--- config.mk ---
export PLATFORM = sky130hd
export DESIGN_NAME = tds_ctrl
export DESIGN_NICKNAME = d
export VERILOG_FILES = /design/src/sv/tds_pkg.sv /design/src/sv/tds_ctrl.sv
export SDC_FILE = /design/constraint.sdc
export NUM_CORES = 1
export LEC_CHECK = 0
export ABC_CLOCK_PERIOD_IN_PS = 8400
export BUFFER_PORTS_ARGS = -buffer_cell sky130_fd_sc_hd__buf_2
export CAP_MARGIN = 20
export CORE_UTILIZATION = 55
export CTS_BUF_LIST = sky130_fd_sc_hd__clkbuf_8 sky130_fd_sc_hd__clkbuf_16
export DETAILED_ROUTE_END_ITERATION = 7
export PLACE_DENSITY = 0.77
export RECOVER_POWER = 50
export SYNTH_ARGS = -nofsm -noshare
export SYNTH_HDL_FRONTEND = slang
export SYNTH_SLANG_ARGS = --single-unit
export TNS_END_PERCENT = 5
--- constraint.sdc ---
create_clock -name clk -period 8.4 [get_ports clk]
set_clock_uncertainty 0.15 [all_clocks]
set_input_delay 0.42 -clock clk [delete_from_list [all_inputs] [get_ports clk]]
set_output_delay 0.42 -clock clk [all_outputs]
set_load 0.02 [all_outputs]
--- src/sv/tds_pkg.sv ---
package tds_pkg;

	// sizes
	localparam int MAX_CELLS = 256;
	localparam int MIN_CELLS = 3;
	localparam int FRAC_BITS = 16;
	localparam int DATA_W    = 32;
	localparam int IDX_W     = $clog2(MAX_CELLS + 1);
	localparam int ADDR_W    = $clog2(MAX_CELLS);
	localparam int PROD_W    = 2 * DATA_W;
	localparam int RND_W     = PROD_W - FRAC_BITS;
	localparam int ACC_W     = RND_W + 2;
	localparam int DIV_STEPS = DATA_W + FRAC_BITS;
	localparam int CNT_W     = $clog2(DIV_STEPS);
	localparam int APB_W     = 32;
	localparam int PADDR_W   = 5;

	typedef logic signed [DATA_W-1:0] data_t;
	typedef logic signed [RND_W-1:0]  rnd_t;
	typedef logic signed [ACC_W-1:0]  acc_t;
	typedef logic signed [PROD_W-1:0] prod_t;
	typedef logic [IDX_W-1:0]         idx_t;

	localparam data_t DATA_MAX = data_t'({1'b0, {(DATA_W-1){1'b1}}});
	localparam data_t DATA_MIN = data_t'({1'b1, {(DATA_W-1){1'b0}}});
	localparam data_t ONE_Q    = data_t'(1 << FRAC_BITS);

	// register map
	typedef enum logic [2:0] {
		REG_IMPL_LOWER,
		REG_IMPL_MIDDLE,
		REG_IMPL_UPPER,
		REG_EXPL_LOWER,
		REG_EXPL_MIDDLE,
		REG_EXPL_UPPER,
		REG_CELLS_IN_USE,
		REG_PROBE_CELL
	} reg_idx_t;

	typedef struct packed {
		data_t impl_lower;
		data_t impl_middle;
		data_t impl_upper;
		data_t expl_lower;
		data_t expl_middle;
		data_t expl_upper;
		idx_t  cells_in_use;
		idx_t  probe_cell;
	} cfg_t;

	// datapath operations
	typedef enum logic [4:0] {
		OP_NONE,
		OP_LOAD,
		OP_CLEAR,
		OP_ACC_CLR,
		OP_PRD_RD,
		OP_TERM_MUL,
		OP_TERM_ACC,
		OP_ROW_FIRST,
		OP_DIV_M,
		OP_MUL_D,
		OP_ROW_D,
		OP_MUL_R,
		OP_ROW_R,
		OP_DIV_LAST,
		OP_WR_P,
		OP_RD_RD,
		OP_MUL_U,
		OP_DIV_B,
		OP_SURF,
		OP_PROBE_RD,
		OP_OUT
	} op_t;

	typedef enum logic [1:0] {
		TERM_LOWER,
		TERM_MIDDLE,
		TERM_UPPER,
		TERM_SURF
	} term_t;

	typedef struct packed {
		op_t   op;
		idx_t  idx;
		term_t term;
	} cmd_t;

	typedef struct packed {
		logic start;
		idx_t n_cells;
		logic div_done;
	} sts_t;

	typedef enum logic [4:0] {
		S_IDLE,
		S_DECIDE,
		S_TERM_RD,
		S_TERM_MUL,
		S_TERM_ACC,
		S_ROW_FIRST,
		S_DIV_M,
		S_DIV_M_W,
		S_MUL_D,
		S_ROW_D,
		S_MUL_R,
		S_ROW_R,
		S_NEXT_ROW,
		S_DIV_LAST,
		S_DIV_LAST_W,
		S_WR_P,
		S_RD_RD,
		S_MUL_U,
		S_DIV_B,
		S_DIV_B_W,
		S_SURF,
		S_PROBE_RD,
		S_PROBE_OUT
	} ctrl_state_t;

	typedef enum logic [1:0] {
		D_IDLE,
		D_RUN,
		D_FIN
	} div_state_t;

	// round a full product to nearest, ties up
	function automatic rnd_t qround(input prod_t p);
		prod_t t;
		t = p + (prod_t'(1) <<< (FRAC_BITS - 1));
		return t[PROD_W-1:FRAC_BITS];
	endfunction

	function automatic acc_t ext_data(input data_t x);
		return {{(ACC_W-DATA_W){x[DATA_W-1]}}, x};
	endfunction

	function automatic acc_t ext_rnd(input rnd_t x);
		return {{(ACC_W-RND_W){x[RND_W-1]}}, x};
	endfunction

	// saturate a wide sum to the data width
	function automatic data_t sat_acc(input acc_t x);
		data_t r;
		if ((&x[ACC_W-1:DATA_W-1]) || !(|x[ACC_W-1:DATA_W-1])) begin
			r = x[DATA_W-1:0];
		end else if (x[ACC_W-1]) begin
			r = DATA_MIN;
		end else begin
			r = DATA_MAX;
		end
		return r;
	endfunction

endpackage

--- src/sv/tds_ctrl.sv ---
module tds_ctrl (
	input  logic                clk,
	input  logic                arst_n,
	input  logic                in_valid,
	output logic                in_ready,
	output logic                out_valid,
	input  logic                out_ready,
	input  tds_pkg::sts_t       sts,
	output tds_pkg::cmd_t       cmd
);

	localparam int IW = tds_pkg::IDX_W;

	tds_pkg::ctrl_state_t state_q, state_d;
	tds_pkg::idx_t i_q, i_d;
	tds_pkg::term_t t_q, t_d;
	logic out_valid_q, set_out;

	// state and counters
	always_ff @(posedge clk or negedge arst_n) begin
		if (!arst_n) begin
			state_q     <= tds_pkg::S_IDLE;
			i_q         <= '0;
			t_q         <= tds_pkg::TERM_LOWER;
			out_valid_q <= 1'b0;
		end else begin
			state_q <= state_d;
			i_q     <= i_d;
			t_q     <= t_d;
			if (set_out) begin
				out_valid_q <= 1'b1;
			end else if (out_ready) begin
				out_valid_q <= 1'b0;
			end
		end
	end

	// next state and commands
	always_comb begin
		state_d  = state_q;
		i_d      = i_q;
		t_d      = t_q;
		in_ready = 1'b0;
		set_out  = 1'b0;
		cmd.op   = tds_pkg::OP_NONE;
		cmd.idx  = i_q;
		cmd.term = t_q;
		unique case (state_q)
			tds_pkg::S_IDLE: begin
				in_ready = 1'b1;
				if (in_valid) begin
					cmd.op  = tds_pkg::OP_LOAD;
					state_d = tds_pkg::S_DECIDE;
				end
			end
			tds_pkg::S_DECIDE: begin
				if (sts.start) begin
					cmd.op  = tds_pkg::OP_CLEAR;
					state_d = tds_pkg::S_PROBE_RD;
				end else begin
					cmd.op  = tds_pkg::OP_ACC_CLR;
					i_d     = '0;
					t_d     = tds_pkg::TERM_LOWER;
					state_d = tds_pkg::S_TERM_RD;
				end
			end
			tds_pkg::S_TERM_RD: begin
				cmd.op  = tds_pkg::OP_PRD_RD;
				cmd.idx = i_q + IW'(t_q);
				state_d = tds_pkg::S_TERM_MUL;
			end
			tds_pkg::S_TERM_MUL: begin
				cmd.op  = tds_pkg::OP_TERM_MUL;
				cmd.idx = i_q + IW'(t_q);
				state_d = tds_pkg::S_TERM_ACC;
			end
			tds_pkg::S_TERM_ACC: begin
				cmd.op = tds_pkg::OP_TERM_ACC;
				if (i_q == '0 && t_q == tds_pkg::TERM_SURF) begin
					state_d = tds_pkg::S_ROW_FIRST;
				end else if (i_q != '0 && t_q == tds_pkg::TERM_UPPER) begin
					state_d = tds_pkg::S_DIV_M;
				end else begin
					t_d     = tds_pkg::term_t'(t_q + 2'd1);
					state_d = tds_pkg::S_TERM_RD;
				end
			end
			tds_pkg::S_ROW_FIRST: begin
				cmd.op  = tds_pkg::OP_ROW_FIRST;
				state_d = tds_pkg::S_NEXT_ROW;
			end
			tds_pkg::S_DIV_M: begin
				cmd.op  = tds_pkg::OP_DIV_M;
				state_d = tds_pkg::S_DIV_M_W;
			end
			tds_pkg::S_DIV_M_W: begin
				if (sts.div_done) begin
					state_d = tds_pkg::S_MUL_D;
				end
			end
			tds_pkg::S_MUL_D: begin
				cmd.op  = tds_pkg::OP_MUL_D;
				state_d = tds_pkg::S_ROW_D;
			end
			tds_pkg::S_ROW_D: begin
				cmd.op  = tds_pkg::OP_ROW_D;
				state_d = tds_pkg::S_MUL_R;
			end
			tds_pkg::S_MUL_R: begin
				cmd.op  = tds_pkg::OP_MUL_R;
				state_d = tds_pkg::S_ROW_R;
			end
			tds_pkg::S_ROW_R: begin
				cmd.op  = tds_pkg::OP_ROW_R;
				state_d = tds_pkg::S_NEXT_ROW;
			end
			tds_pkg::S_NEXT_ROW: begin
				cmd.op = tds_pkg::OP_ACC_CLR;
				t_d    = tds_pkg::TERM_LOWER;
				if (i_q == sts.n_cells - IW'(1)) begin
					state_d = tds_pkg::S_DIV_LAST;
				end else begin
					i_d     = i_q + IW'(1);
					state_d = tds_pkg::S_TERM_RD;
				end
			end
			tds_pkg::S_DIV_LAST: begin
				cmd.op  = tds_pkg::OP_DIV_LAST;
				i_d     = sts.n_cells;
				state_d = tds_pkg::S_DIV_LAST_W;
			end
			tds_pkg::S_DIV_LAST_W: begin
				if (sts.div_done) begin
					state_d = tds_pkg::S_WR_P;
				end
			end
			tds_pkg::S_WR_P: begin
				cmd.op = tds_pkg::OP_WR_P;
				if (i_q == IW'(1)) begin
					state_d = tds_pkg::S_SURF;
				end else begin
					i_d     = i_q - IW'(1);
					state_d = tds_pkg::S_RD_RD;
				end
			end
			tds_pkg::S_RD_RD: begin
				cmd.op  = tds_pkg::OP_RD_RD;
				state_d = tds_pkg::S_MUL_U;
			end
			tds_pkg::S_MUL_U: begin
				cmd.op  = tds_pkg::OP_MUL_U;
				state_d = tds_pkg::S_DIV_B;
			end
			tds_pkg::S_DIV_B: begin
				cmd.op  = tds_pkg::OP_DIV_B;
				state_d = tds_pkg::S_DIV_B_W;
			end
			tds_pkg::S_DIV_B_W: begin
				if (sts.div_done) begin
					state_d = tds_pkg::S_WR_P;
				end
			end
			tds_pkg::S_SURF: begin
				cmd.op  = tds_pkg::OP_SURF;
				state_d = tds_pkg::S_PROBE_RD;
			end
			tds_pkg::S_PROBE_RD: begin
				cmd.op  = tds_pkg::OP_PROBE_RD;
				state_d = tds_pkg::S_PROBE_OUT;
			end
			tds_pkg::S_PROBE_OUT: begin
				if (!out_valid_q || out_ready) begin
					cmd.op  = tds_pkg::OP_OUT;
					set_out = 1'b1;
					state_d = tds_pkg::S_IDLE;
				end
			end
			default: state_d = tds_pkg::S_IDLE;
		endcase
	end

	assign out_valid = out_valid_q;

endmodule

==> results of run 1 <==
## layout by cell type (no fill, tap or decap), drive strengths merged, types with 7 or more instances in the layout
master  instances
nand2          32
inv            12
nor4            7
xnor2          10
nor2           40
nand3          16
clkbuf         11
nor2b           8
dfrtp          17
xor2           12
nor3           10
o21ai          28
a21oi          23
buf            24
ha              8
## cell usage after synthesis (all sizes together) (3+ instances only)
library cell,number
a21oi,23
nor2b,8
buf,12
and3,5
o31ai,4
nand3,16
a221oi,4
nor2,40
nand4,6
xnor2,10
nor3,10
ha,8
nand2b,5
clkbuf,13
nor4,7
o22ai,3
nand3b,3
o21ai,28
xor2,12
a211oi,5
inv,11
nand2,32
dfrtp,17
## where the power goes
group          switching, W  internal, W  total (W)
Combinational      0.000329     0.000240   0.000569
Sequential         0.000136     0.000111   0.000246
Clock             0.0000273    0.0000324  0.0000597
Total              0.000492     0.000383   0.000875
## area by class of cell
cell class	instances	area, sq um
Multi-Input combinational cell	266	1690
Fill cell	390	1580
Sequential cell	17	425
Timing Repair Buffer	33	160
Tap cell	50	62.6
Clock buffer	3	41.3
Inverter	11	41.3
Clock inverter	1	3.75
## cell families (layout without fill, tap and decap cells)
kind of cell / after synthesis / in the layout
AND/OR/NAND/NOR: 143 / 143
AO/OA/AOI/OAI: 90 / 90
buffers and inverters: 36 / 48
XOR/XNOR: 23 / 23
flip-flops: 17 / 17
adder cells (fa/ha/maj): 9 / 9
multiplexers: 1 / 1
## metrics by stage
stage,hold slack (ns),util [%]
global placement,0.211,59.5
CTS,0.351,60.9
finish,0.354,60.6
detailed placement,0.215,59.5
floorplan,-0.0256,-
global route,0.349,60.6
## worst min-delay path, cell delays in order
cell and delay [ns]:
buf_2 0.08, nand2b_1 0.14, nand2_1 0.07
## registers in the layout, summed over array words and instances (netlist names)
register   flops
state_q        5
out_valid      1
t_q            2
i_q            9
## worst paths after layout
check	from	endpoint	slack (ns)	cells after the start
min in group asynchronous	arst_n	t_q[1]	0.68	2
worst max-delay path	state_q[1]	cmd[9]	5.00	6
max in group asynchronous	arst_n	state_q[0]	6.83	2
worst min register to register	out_valid	out_valid	0.43	2
worst min-delay path	out_ready	out_valid	0.35	3
worst max register to register	state_q[1]	i_q[0]	5.42	6
## routing by layer
metal  share of wire (%)  wire length (um)  up-vias
li1                    -                 -     1188
met1                  47              2840     1097
met2                  44              2690      103
met3                 7.4               447        9
met4                 1.2                70        0
met5                   0                 0        -
==> results by stage, run 1 <==
Outcome:
- The run finished with clean final reports.

Clock network:
- CTS built an H-tree with a depth of 1.
- The later pin in the worst-skew pair is clocked with a latency of 0.25 ns.
- The post-CTS clock slew at the launch and capture registers of the worst setup and hold paths is 0.06 ns.
- The number of buffers between clock root and the deepest sink is 2.
- The clock buffer count from CTS is 3.
- The CTS tree is yes.
- The root buffer cell chosen for the clock tree is clkbuf_8.
- After clock tree synthesis, the setup repair step added 0 buffers.
- Buffers inserted to repair hold after CTS numbered 1.
- The clock drives 17 sinks.
- The number of resized instances in the post-cts repair step is 0.

Logic synthesis:
- After synthesis, the share of cell area in mux cells is 0.494%.
- The synthesized area divided by synthesized cell count is 7.14 sq um.
- The post-synth design cell area is 2280 sq um.
- By area, the combinational part of the netlist is dominated by simple AND/OR/NAND/NOR gates.
- The synthesized netlist devotes 26.0% of its cell area to compound gates.
- The synthesized design contains 0 enable-type register cells.
- The share of the synthesized area in the top cell type is 18.7%.
- The number of nets in the synthesized netlist is 343.
- After Yosys synthesis, XOR and XNOR cells account for 9.50% of the synthesized area.
- The adder-cell share of the synthesized area is 5.27%.
- The sequential area share after synthesis is 18.7%.
- After synthesis the netlist holds a flip-flop and latch count of 17.
- The post-synthesis cell type with the largest combined area is dfrtp_1.
- The number of warnings reported in the yosys synthesis log is 0.
- In the post-synthesis netlist, the biggest area contributors are dfrtp_1 (19%), nor2_1 (6.6%), o21ai_0 (5.9%).
- After synthesis, the netlist uses 61 different library cells.
- In the synthesized netlist the dominant register cell turns out to be dfrtp_1.
- Synthesis produced a netlist whose cell count is 319.
- The async set-reset flop share out of synthesis is 100%.
- The synthesized netlist devotes 32.9% of its cell area to simple gates.

Worst hold path:
- The min-delay analysis places its worst path in the category input port to register.

Placement:
- During placement, the flow inserted port buffers numbering 32.
- Prior to clock tree synthesis, the placed netlist has a worst setup slack of 5.35 ns.
- The cell total after placement is 376.
- The placed instance area is 2380 sq um.
- The final HPWL from detailed placement is 4.37 mm.
- Routability-driven placement finished with a final weighted congestion of 0.903.

STA:
- The slew of the pin with the lowest slew margin is 1.05 ns.
- The clock period could shrink to 3.40 ns.
- The final worst-path setup slack is 5.00 ns.
- The count of final hold-check violations is 0.
- Setup repair after global routing left no endpoint under its margin.
- The number of max-slew violations in the final report is 0.
- Timing would allow up to 294 MHz.
- After routing, the total negative slack on setup checks comes to 0 ns.
- The number of setup violations in the final report is 0.
- Measured against its own limit, the worst slew margin works out to 29.7%.
- The post-route clock period utilization is 40.4%.

Global routing:
- The met2 track demand over resource in global routing is 41.8%.
- The number of antenna violations at the first check in global routing was 0.
- The all-layer global routing usage is 28.6%.
- The via count of the first global-routing pass is 2,019.
- The layer flagged by global routing as most heavily used is met1.
- The first global-routing pass estimated 9.69 mm of wire.
- The global-route track usage on met1 is 42.6%.
- Global routing finished with a remaining overflow of 0.
- Entering global routing, the biggest net connects 36 pins.
- The global-route met3 utilization is 5.34%.

Layout:
- The cell area after layout is 2420 sq um.
- From synthesis to final layout, the design area changed by 6.43%.
- Of the cells placed in the final design, the portion with a size suffix greater than 1 is 13.0%.
- The final antenna diode count is 0.
- The finished layout holds 381 standard cells, fillers aside.
- For this run, the post-layout net count is 356.

Power:
- The peak ir drop on the vdd network is 0.000281 V.
- The standby leakage power is 1.00 nW.
- For this design the ratio of total power to cell area is 361 nW/um^2.
- Power comes to 0.000875 W.

Route:
- The detailed-router iteration count before antenna repair is 5.
- The residual antenna-violating net count after detailed routing is 0.
- Summed over all layers, the routed wires come to 6.05 mm.
- The DRC marker count from the first detailed-route iteration is 177.
- In the routed design, unresolved DRC markers number 0.
- Summing over every cut layer, the via total after detailed routing is 2,397.
- The routed wire length per instance is 15.9 um.
- The via density per instance is 6.29.

Floorplanning:
- The die covers 4400 sq um.
- The area of the core region is 4000 sq um.
- 33 I/O pins were placed.
- The number of cell rows is 23.
- The die extent in y is 66.4 um.
- The die extent in x is 66.4 um.
- Once the floorplan was initialized, standard cells occupied 57.0% of the core.

Setup path:
- The cell type group with the largest total delay on the critical path is simple AND/OR/NAND/NOR gates.
- For the worst setup path, the data arrival time is 2.83 ns.
- The type of the worst setup path is register to output port.
- Together, buffers and inverters on the worst path number 1.
- The largest driver fanout on the critical path is 35.
- For this design, the slowest cell found on the critical path is dfrtp_1.
- The category of the worst setup path capture point is an output port.
- The worst endpoint required time is 7.83 ns.
- In this design, the stage delay of the slowest critical-path cell is 1.04 ns.
- The cell type with the highest occurrence count on the critical path is nand3_1.
- The worst setup path is launched from a register.
- The critical path goes through nand3_1, nor3b_1, nand3_1, nor2_1, xor2_1, buf_2.

Run:
- The count of maximum capacitance violations is 0.
No activity file was read; power rests on OpenSTA's default activity.
==> run 2: changes to the inputs <==
--- a/config.mk
+++ b/config.mk
@@ -5,13 +5,13 @@
 export SDC_FILE = /design/constraint.sdc
 export NUM_CORES = 1
 export LEC_CHECK = 0
-export ABC_CLOCK_PERIOD_IN_PS = 8400
+export ABC_CLOCK_PERIOD_IN_PS = 3100
 export BUFFER_PORTS_ARGS = -buffer_cell sky130_fd_sc_hd__buf_2
 export CAP_MARGIN = 20
-export CORE_UTILIZATION = 55
+export CORE_UTILIZATION = 53
 export CTS_BUF_LIST = sky130_fd_sc_hd__clkbuf_8 sky130_fd_sc_hd__clkbuf_16
 export DETAILED_ROUTE_END_ITERATION = 7
-export PLACE_DENSITY = 0.77
+export PLACE_DENSITY = 0.78
 export RECOVER_POWER = 50
 export SYNTH_ARGS = -nofsm -noshare
 export SYNTH_HDL_FRONTEND = slang
==> constraint.sdc (replaced) <==
create_clock -name clk -period 3.1 [get_ports clk]
set_clock_uncertainty 0.15 [all_clocks]
set_input_delay 0.155 -clock clk [delete_from_list [all_inputs] [get_ports clk]]
set_output_delay 0.155 -clock clk [all_outputs]
set_load 0.02 [all_outputs]
==> run 2 against run 1 <==
  * Global-route usage grew 1.5 points
  * Clock power grew to 2.8 times the previous value
  * Via count grew 3.5%
  * Sequential share of layout area shrank 0.65 points
  * Hold slack lost 0.29 ns
  * Design area grew 3.9%
  * Critical path depth grew 3
  * Clock-buffer cell count is the same
  * Register-to-register slack lost 5.0 ns
  * Non-clock buffer count grew 13
==> results by stage, run 2 (synthesis results as in run 1) <==
Power:
- For this design the total switching power over the nets is 0.00138 W.
- The switching portion of total power is 55.5%.
- Combinational cells account for 73.2% of the total power.
- The standby leakage power is 1.06 nW.
- IR analysis of the VDD net gives a maximum drop of 0.000633 V.
- In this run, flip-flops and latches consume 20.0% of the power.
- Cell internal power was estimated by the tool at 0.00111 W.
- The clock network burns 6.8% of the power.
- After layout, the design draws a total of 0.00249 W.
- The ratio of total power to cell area is 989 nW/um^2.

Route:
- The routed wire length per instance is 16.4 um.
- The residual antenna-violating net count after detailed routing is 0.
- After the first detailed-routing iteration, the DRC count stood at 249.
- The pre-antenna-repair detailed-routing pass consisted of 5 iterations.
- The via count is 2,481.
- The overall routed net length is 6.45 mm.
- The remaining design rule violation count is 0.
- Using the TritonRoute via totals, the vias-per-cell ratio works out to 6.30.

Layout:
- The cell area after layout is 2520 sq um.
- After the last flow step, the layout net total stands at 369.
- The register with the most flip-flops in the layout has 9 of them.
- The area taken by flip-flops and latches is 425 sq um.
- Counting the fill cells in the layout gives 364.
- In the layout the commonest cells are nor2_1 (40), nand2_1 (32), o21ai_0 (27), buf_2 (24), a21oi_1 (22).
- The register with the most flip-flops is i_q.
- 0 antenna diodes ended up in the layout.
- Leaving out fill and tap cells, the most frequent cell in the layout is nor2_1.
- Relative to the synthesized area, the layout overhead comes to 10.5%.
- The multi-input combinational cells in the finished layout cover a total of 1690 sq um.
- The largest registers in the layout are i_q: 9 flops, state_q: 5 flops, t_q: 2 flops.
- Cells with a size suffix above 1 make up 16.0% of the layout.

Clock network:
- The CTS tree is yes.
- The number of sinks handled by clock tree synthesis is 17.
- In this run the number of H-tree levels came out at 1.
- The longest clock path from root to sink contains 2 buffers.
- The post-CTS clock slew at the launch and capture registers of the worst setup and hold paths is 0.07 ns.
- The clock buffer count from CTS is 3.
- The clock latency on the worst-skew pair is 0.26 ns.
- Once the clock tree was built, the resizer swapped 0 gates to a different size.
- In this run the clock root is driven by a clkbuf_8.
- The number of buffers added for setup after CTS is 0.

Placement:
- In this run the tool buffered the top-level ports with 32 buffer cells.
- In this run the cell area measured after placement is 2480 sq um.
- Detailed placement ended at an HPWL of 4.76 mm.
- At the end of routability-driven placement, the weighted congestion stood at 0.947.
- The worst setup timing slack at the placement stage is 0.423 ns.

Setup path:
- The biggest cell delay along the critical path is 0.51 ns.
- The largest driver fanout on the critical path is 5.
- The startpoint type of the worst setup path is a register.
- The largest individual stage delay along the critical path comes from the cell or4b_4.
- The cell type group with the largest total delay on the critical path is simple AND/OR/NAND/NOR gates.
- The critical path crosses 9 cells after its start point.
- For the worst setup path, the data required time is 3.09 ns.
- The type of the worst setup path is register to register.
- The worst reg2reg path depth is 9.
- Together, buffers and inverters on the worst path number 1.
- By instance count, the cell type seen most on the critical path is a21oi_1.
- Data arrives at the worst endpoint at 2.72 ns.
- The signal on the critical path passes through inv_1, ha_1, or4b_4, or4_4, xnor2_1, a221oi_1, nor2_1, a21oi_1, a21oi_1.
- The worst setup path is captured at a register.

Global routing:
- The largest net degree at the start of global routing is 26.
- The first global-routing pass estimated 10.3 mm of wire.
- The number of antenna violations at the first check in global routing was 0.
- The via count of the first global-routing pass came to 2,156.
- Global routing finished with a remaining overflow of 0.
- The all-layer global routing usage is 30.1%.

Floorplanning:
- The overall die area is 4570 sq um.
- The number of cell rows is 23.
- Measured along the y axis, the die boundary spans 67.6 um.
- For this configuration, the core starts out at a cell density of 56.2%.
- The top-level I/O count is 33.
- The die extent in x is 67.6 um.
- The area of the core region is 4060 sq um.

STA:
- The count of final hold-check violations is 0.
- Setup repair after global routing left no endpoint under its margin.
- For the pin with the worst max-slew slack, the measured transition is 0.975 ns.
- Adding up every negative setup slack in the final design gives 0 ns.
- The top achievable clock speed is 367 MHz.
- The number of max-slew violations in the final report came to 0.
- In the finished design, the share of the clock period the worst path needs comes to 87.9%.
- The post-route minimum period is 2.72 ns.
- The worst path meets setup with 0.376 ns of slack.
- The number of setup violations in the final report is 0.
- The tightest hold margin is 0.0608 ns.
- Headroom to the max-slew limit came out at 35.0%.

Outcome:
- The flow ran to the end, and the final reports show no timing, DRC or antenna violations.

Worst hold path:
- The worst hold path was traced through 2 stages.
- The worst hold path class is input port to register.

Run:
- The count of maximum capacitance violations is 0.
==> run 2: cell count changes in the layout (fill, tap and decap cells not counted) <==
cell      before  now
clkbuf_1       8    9
buf_4          0   12
==> run 2: stage by stage <==
step           util [%]  std cells
2_1_floorplan         -        319
3_3_place_gp       61.1        389
3_5_place_dp       61.1        389
4_1_cts            62.4        394
5_1_grt            62.1        394
6_report           62.1        394
==> run 2: layout make-up <==
type,instances,area share [%]
sequential,17,16.9
clock inverter,1,0.149
multi-input combinational,266,67.1
timing repair buffer,46,10.1
inverter,11,1.64
clock buffer,3,1.64
tap,50,2.48
==> run 2: layer usage <==
| layer | vias up | wire length (um) | GRT usage [%] |
|---|---|---|---|
| li1 | 1204 | - | - |
| met1 | 1130 | 2880 | 42.0 |
| met2 | 135 | 2910 | 44.7 |
| met3 | 12 | 548 | 6.25 |
| met4 | 0 | 99 | 11.4 |
| met5 | - | 0 | 0 |
==> run 2: what timing repair did <==
item | in CTS | in global routing
endpoints found under the hold margin | 17 | 0
hold buffers | 1 | 0
setup endpoints to repair | 0 | 0
==> run 2: worst paths after layout <==
check | startpoint | end | slack (ns)
max | i_q[1] | i_q[8] | 0.38
min | sts[1] | i_q[0] | 0.06
max reg2reg | i_q[1] | i_q[8] | 0.38
min reg2reg | out_valid | out_valid | 0.42
max in group asynchronous | arst_n | i_q[8] | 1.79
min in group asynchronous | arst_n | t_q[0] | 0.42
==> run 2: power by group through the flow <==
stage / registers, W / clock network, W / logic, W
after CTS: 0.000489 / 0.000175 / 0.00181
final: 0.000498 / 0.000170 / 0.00182
after global routing: 0.000515 / 0.000184 / 0.00202
after detailed placement: 0.000494 / 0 / 0.00180
after floorplan: 0.000381 / 0 / 0.00148
after global placement: 0.000488 / 0 / 0.00178
==> run 3: changes to the inputs <==
--- a/config.mk
+++ b/config.mk
@@ -5,7 +5,7 @@
 export SDC_FILE = /design/constraint.sdc
 export NUM_CORES = 1
 export LEC_CHECK = 0
-export ABC_CLOCK_PERIOD_IN_PS = 3100
+export ABC_CLOCK_PERIOD_IN_PS = 2300
 export BUFFER_PORTS_ARGS = -buffer_cell sky130_fd_sc_hd__buf_2
 export CAP_MARGIN = 20
 export CORE_UTILIZATION = 53
==> constraint.sdc (replaced) <==
create_clock -name clk -period 2.3 [get_ports clk]
set_clock_uncertainty 0.15 [all_clocks]
set_input_delay 0.115 -clock clk [delete_from_list [all_inputs] [get_ports clk]]
set_output_delay 0.115 -clock clk [all_outputs]
set_load 0.02 [all_outputs]
==> run 3 against run 2 <==
  * The flow now finishes with violations (negative setup slack)
  * Routed wire length grew 7.7%
  * Global-route usage grew 0.87 points
  * Sequential cell count is the same
  * Design area grew 17%
  * Critical path type unchanged
  * Largest cell class unchanged
==> results by stage, run 3 (synthesis results as in run 1) <==
Layout:
- The register with the most flip-flops is i_q.
- The area taken by flip-flops and latches is 425 sq um.
- Leaving out fill and tap cells, the most frequent cells in the layout are buf_4 (58), nor2_1 (38), nand2_1 (32), o21ai_0 (26), buf_2 (26).
- The repair_antennas step left the layout with diodes totalling 0.
- The largest registers in the layout are i_q: 9 flops, state_q: 5 flops, t_q: 2 flops.
- Cells with a size suffix above 1 make up 31.4% of the layout.
- The number of flip-flops in the largest register is 9.
- The library cell used most frequently in the layout, excluding fill and tap cells, is buf_4.
- In the final layout, the multi-input gates occupy 1790 sq um.
- The non-filler instance count after layout is 435.
- From synthesis to final layout, the design area changed by 29.3%.
- The layout has 315 filler cells.
- For this run, the post-layout net count is 410.

STA:
- On the final layout, the worst hold slack is 0.0352 ns.
- The top achievable clock speed is 407 MHz.
- Setup violations remaining at the end of the flow were counted as 7.
- For the pin with the worst max-slew slack, the measured transition is 0.948 ns.
- The post-route clock period utilization is 107%.
- Counting I/O delays and the setup requirement, the final critical path takes 2.46 ns.
- The final worst-path setup slack is -0.160 ns.
- The number of max-slew violations in the final report is 0.
- Measured against its own limit, the worst slew margin works out to 36.8%.
- The count of final hold-check violations is 0.
- Setup total negative slack on the finished layout was measured at -0.690 ns.
- Setup repair after global routing could not meet its margin everywhere.

Setup path:
- The worst reg2reg path depth is 9.
- Data on the critical path arrives at its endpoint at 2.49 ns.
- The number of buffer and inverter stages on the critical path is 1.
- For this run, the slowest stage of the critical path takes 0.47 ns.
- STA puts the critical path data required time at 2.33 ns.
- Across all register-to-register paths, the minimum setup slack is -0.16 ns.
- The type of the worst setup path is register to register.
- The startpoint type of the worst setup path is a register.
- The largest driver fanout on the critical path is 4.
- The category of the worst setup path capture point is a register.
- The critical path crosses 9 cells after its start point.
- The master of the slowest instance on the critical path is or4b_4.
- The critical path goes through inv_2, ha_4, or4b_4, or4_4, o21ai_2, a21oi_2, nor4_4, nand2_1, o21ai_0.
- The cell type group with the largest total delay on the critical path is simple AND/OR/NAND/NOR gates.

Worst hold path:
- The tightest min-delay check is of the input port to register type.
- Along the worst hold path, the cell count comes to 3.

Floorplanning:
- The initial utilization of the core area, before any placement, comes to 56.2%.
- The die is 67.6 um tall.
- The number of cell rows is 23.
- In this run the horizontal extent of the chip is 67.6 um.
- The area of the core region is 4060 sq um.
- The overall die area is 4570 sq um.
- The top-level I/O count is 33.

Clock network:
- The number of clock buffers added by TritonCTS is 3.
- The post-CTS clock slew at the launch and capture registers of the worst setup and hold paths is 0.07 ns.
- The clock latency on the worst-skew pair is 0.25 ns.
- The number of H-tree levels is 1.
- The longest clock path from root to sink contains 2 buffers.
- The cell sitting at the root of the clock tree is a clkbuf_8.
- The number of buffers added for setup after CTS is 0.
- Clock tree synthesis found a total of 17 sinks.
- TritonCTS built the clock tree.

Global routing:
- The number of antenna violations at the first check in global routing is 0.
- The global-route met3 utilization is 4.56%.
- The met2 track demand over resource in global routing is 49.3%.
- The all-layer global routing usage is 31.0%.
- For this run the aggregate overflow at the end of global routing stands at 0.
- The largest net degree at the start of global routing is 20.
- The via count of the first global-routing pass is 2,291.
- The layer with the highest usage after global routing is met2.
- The first global-routing pass estimated 10.7 mm of wire.
- For met1 alone, demand over resource in global routing was 43.7%.

Power:
- The peak ir drop on the vdd network is 0.000776 V.
- The total power of the final layout is 0.00391 W.
- In this run the power density over the cells is 1330 nW/um^2.
- The standby leakage power is 1.31 nW.

Placement:
- The cell total after placement is 430.
- Once detailed placement completed, the half-perimeter wirelength came to 5.37 mm.
- The count of buffers inserted at the top-level ports is 32.
- The congestion estimate from routability-driven global placement came to 0.898.

Route:
- In the routed design, unresolved DRC markers number 0.
- The via density per instance is 6.19.
- The pre-antenna-repair detailed-routing pass consisted of 5 iterations.
- The routed wire length per instance is 16.0 um.
- The residual antenna-violating net count after detailed routing is 0.
- The overall routed net length is 6.95 mm.
- The DRC marker count from the first detailed-route iteration is 304.
- The via count is 2,691.

Outcome:
- The checks that failed: negative setup slack.
- The flow ran to the end, but the final reports show violations.

Run:
- Max-cap violations in this run came to 0.
==> run 3: cell types whose count changed in the layout (fill, tap and decap cells not counted), sizes merged <==
| cell | previous run | this run |
|---|---|---|
| buf | 36 | 84 |
| clkbuf | 12 | 5 |
==> run 3: worst min-delay path: stages <==
cell and delay, ns:
buf_2 0.08, nand2b_1 0.13, nand2_1 0.06
==> run 3: cell type report <==
class | count | area share, %
Timing Repair Buffer | 87 | 19.8
Clock inverter | 1 | 0.127
Inverter | 11 | 1.49
Multi-Input combinational cell | 266 | 60.6
Clock buffer | 3 | 1.40
Sequential cell | 17 | 14.4
Tap cell | 50 | 2.12
==> run 3: repair_timing <==
item	CTS	global route
hold buffers	1	0
setup endpoints to repair	13	22
pin swaps	4	1
resized for setup	10	12
hold endpoints to repair	17	0
==> run 3: layer usage <==
metal	vias to the layer above	wire length [um]
met5	-	0
met4	0	68
met3	10	564
met2	141	3290
met1	1257	3020
li1	1283	-
==> run 3: worst paths after layout <==
check / start / endpoint
max: i_q[0] / t_q[1]
min: out_ready / out_valid
max reg2reg: i_q[0] / t_q[1]
min reg2reg: out_valid / out_valid
max in group asynchronous: arst_n / state_q[1]
min in group asynchronous: arst_n / t_q[0]
==> run 3: through the flow <==
| step | utilization [%] | instance area [sq um] | setup slack (ns) |
|---|---|---|---|
| after floorplan | - | 2310 | -0.243 |
| after global placement | 69.0 | 2800 | -0.142 |
| after detailed placement | 69.0 | 2800 | -0.173 |
| after CTS | 71.3 | 2890 | -0.205 |
| after global routing | 72.6 | 2950 | -0.292 |
| final | 72.6 | 2950 | -0.160 |
==> run 3: where the power goes <==
group	internal [W]	switching [W]	total, W
Clock	0.000118	0.000101	0.000220
Sequential	0.000413	0.000114	0.000527
Combinational	0.00137	0.00179	0.00317
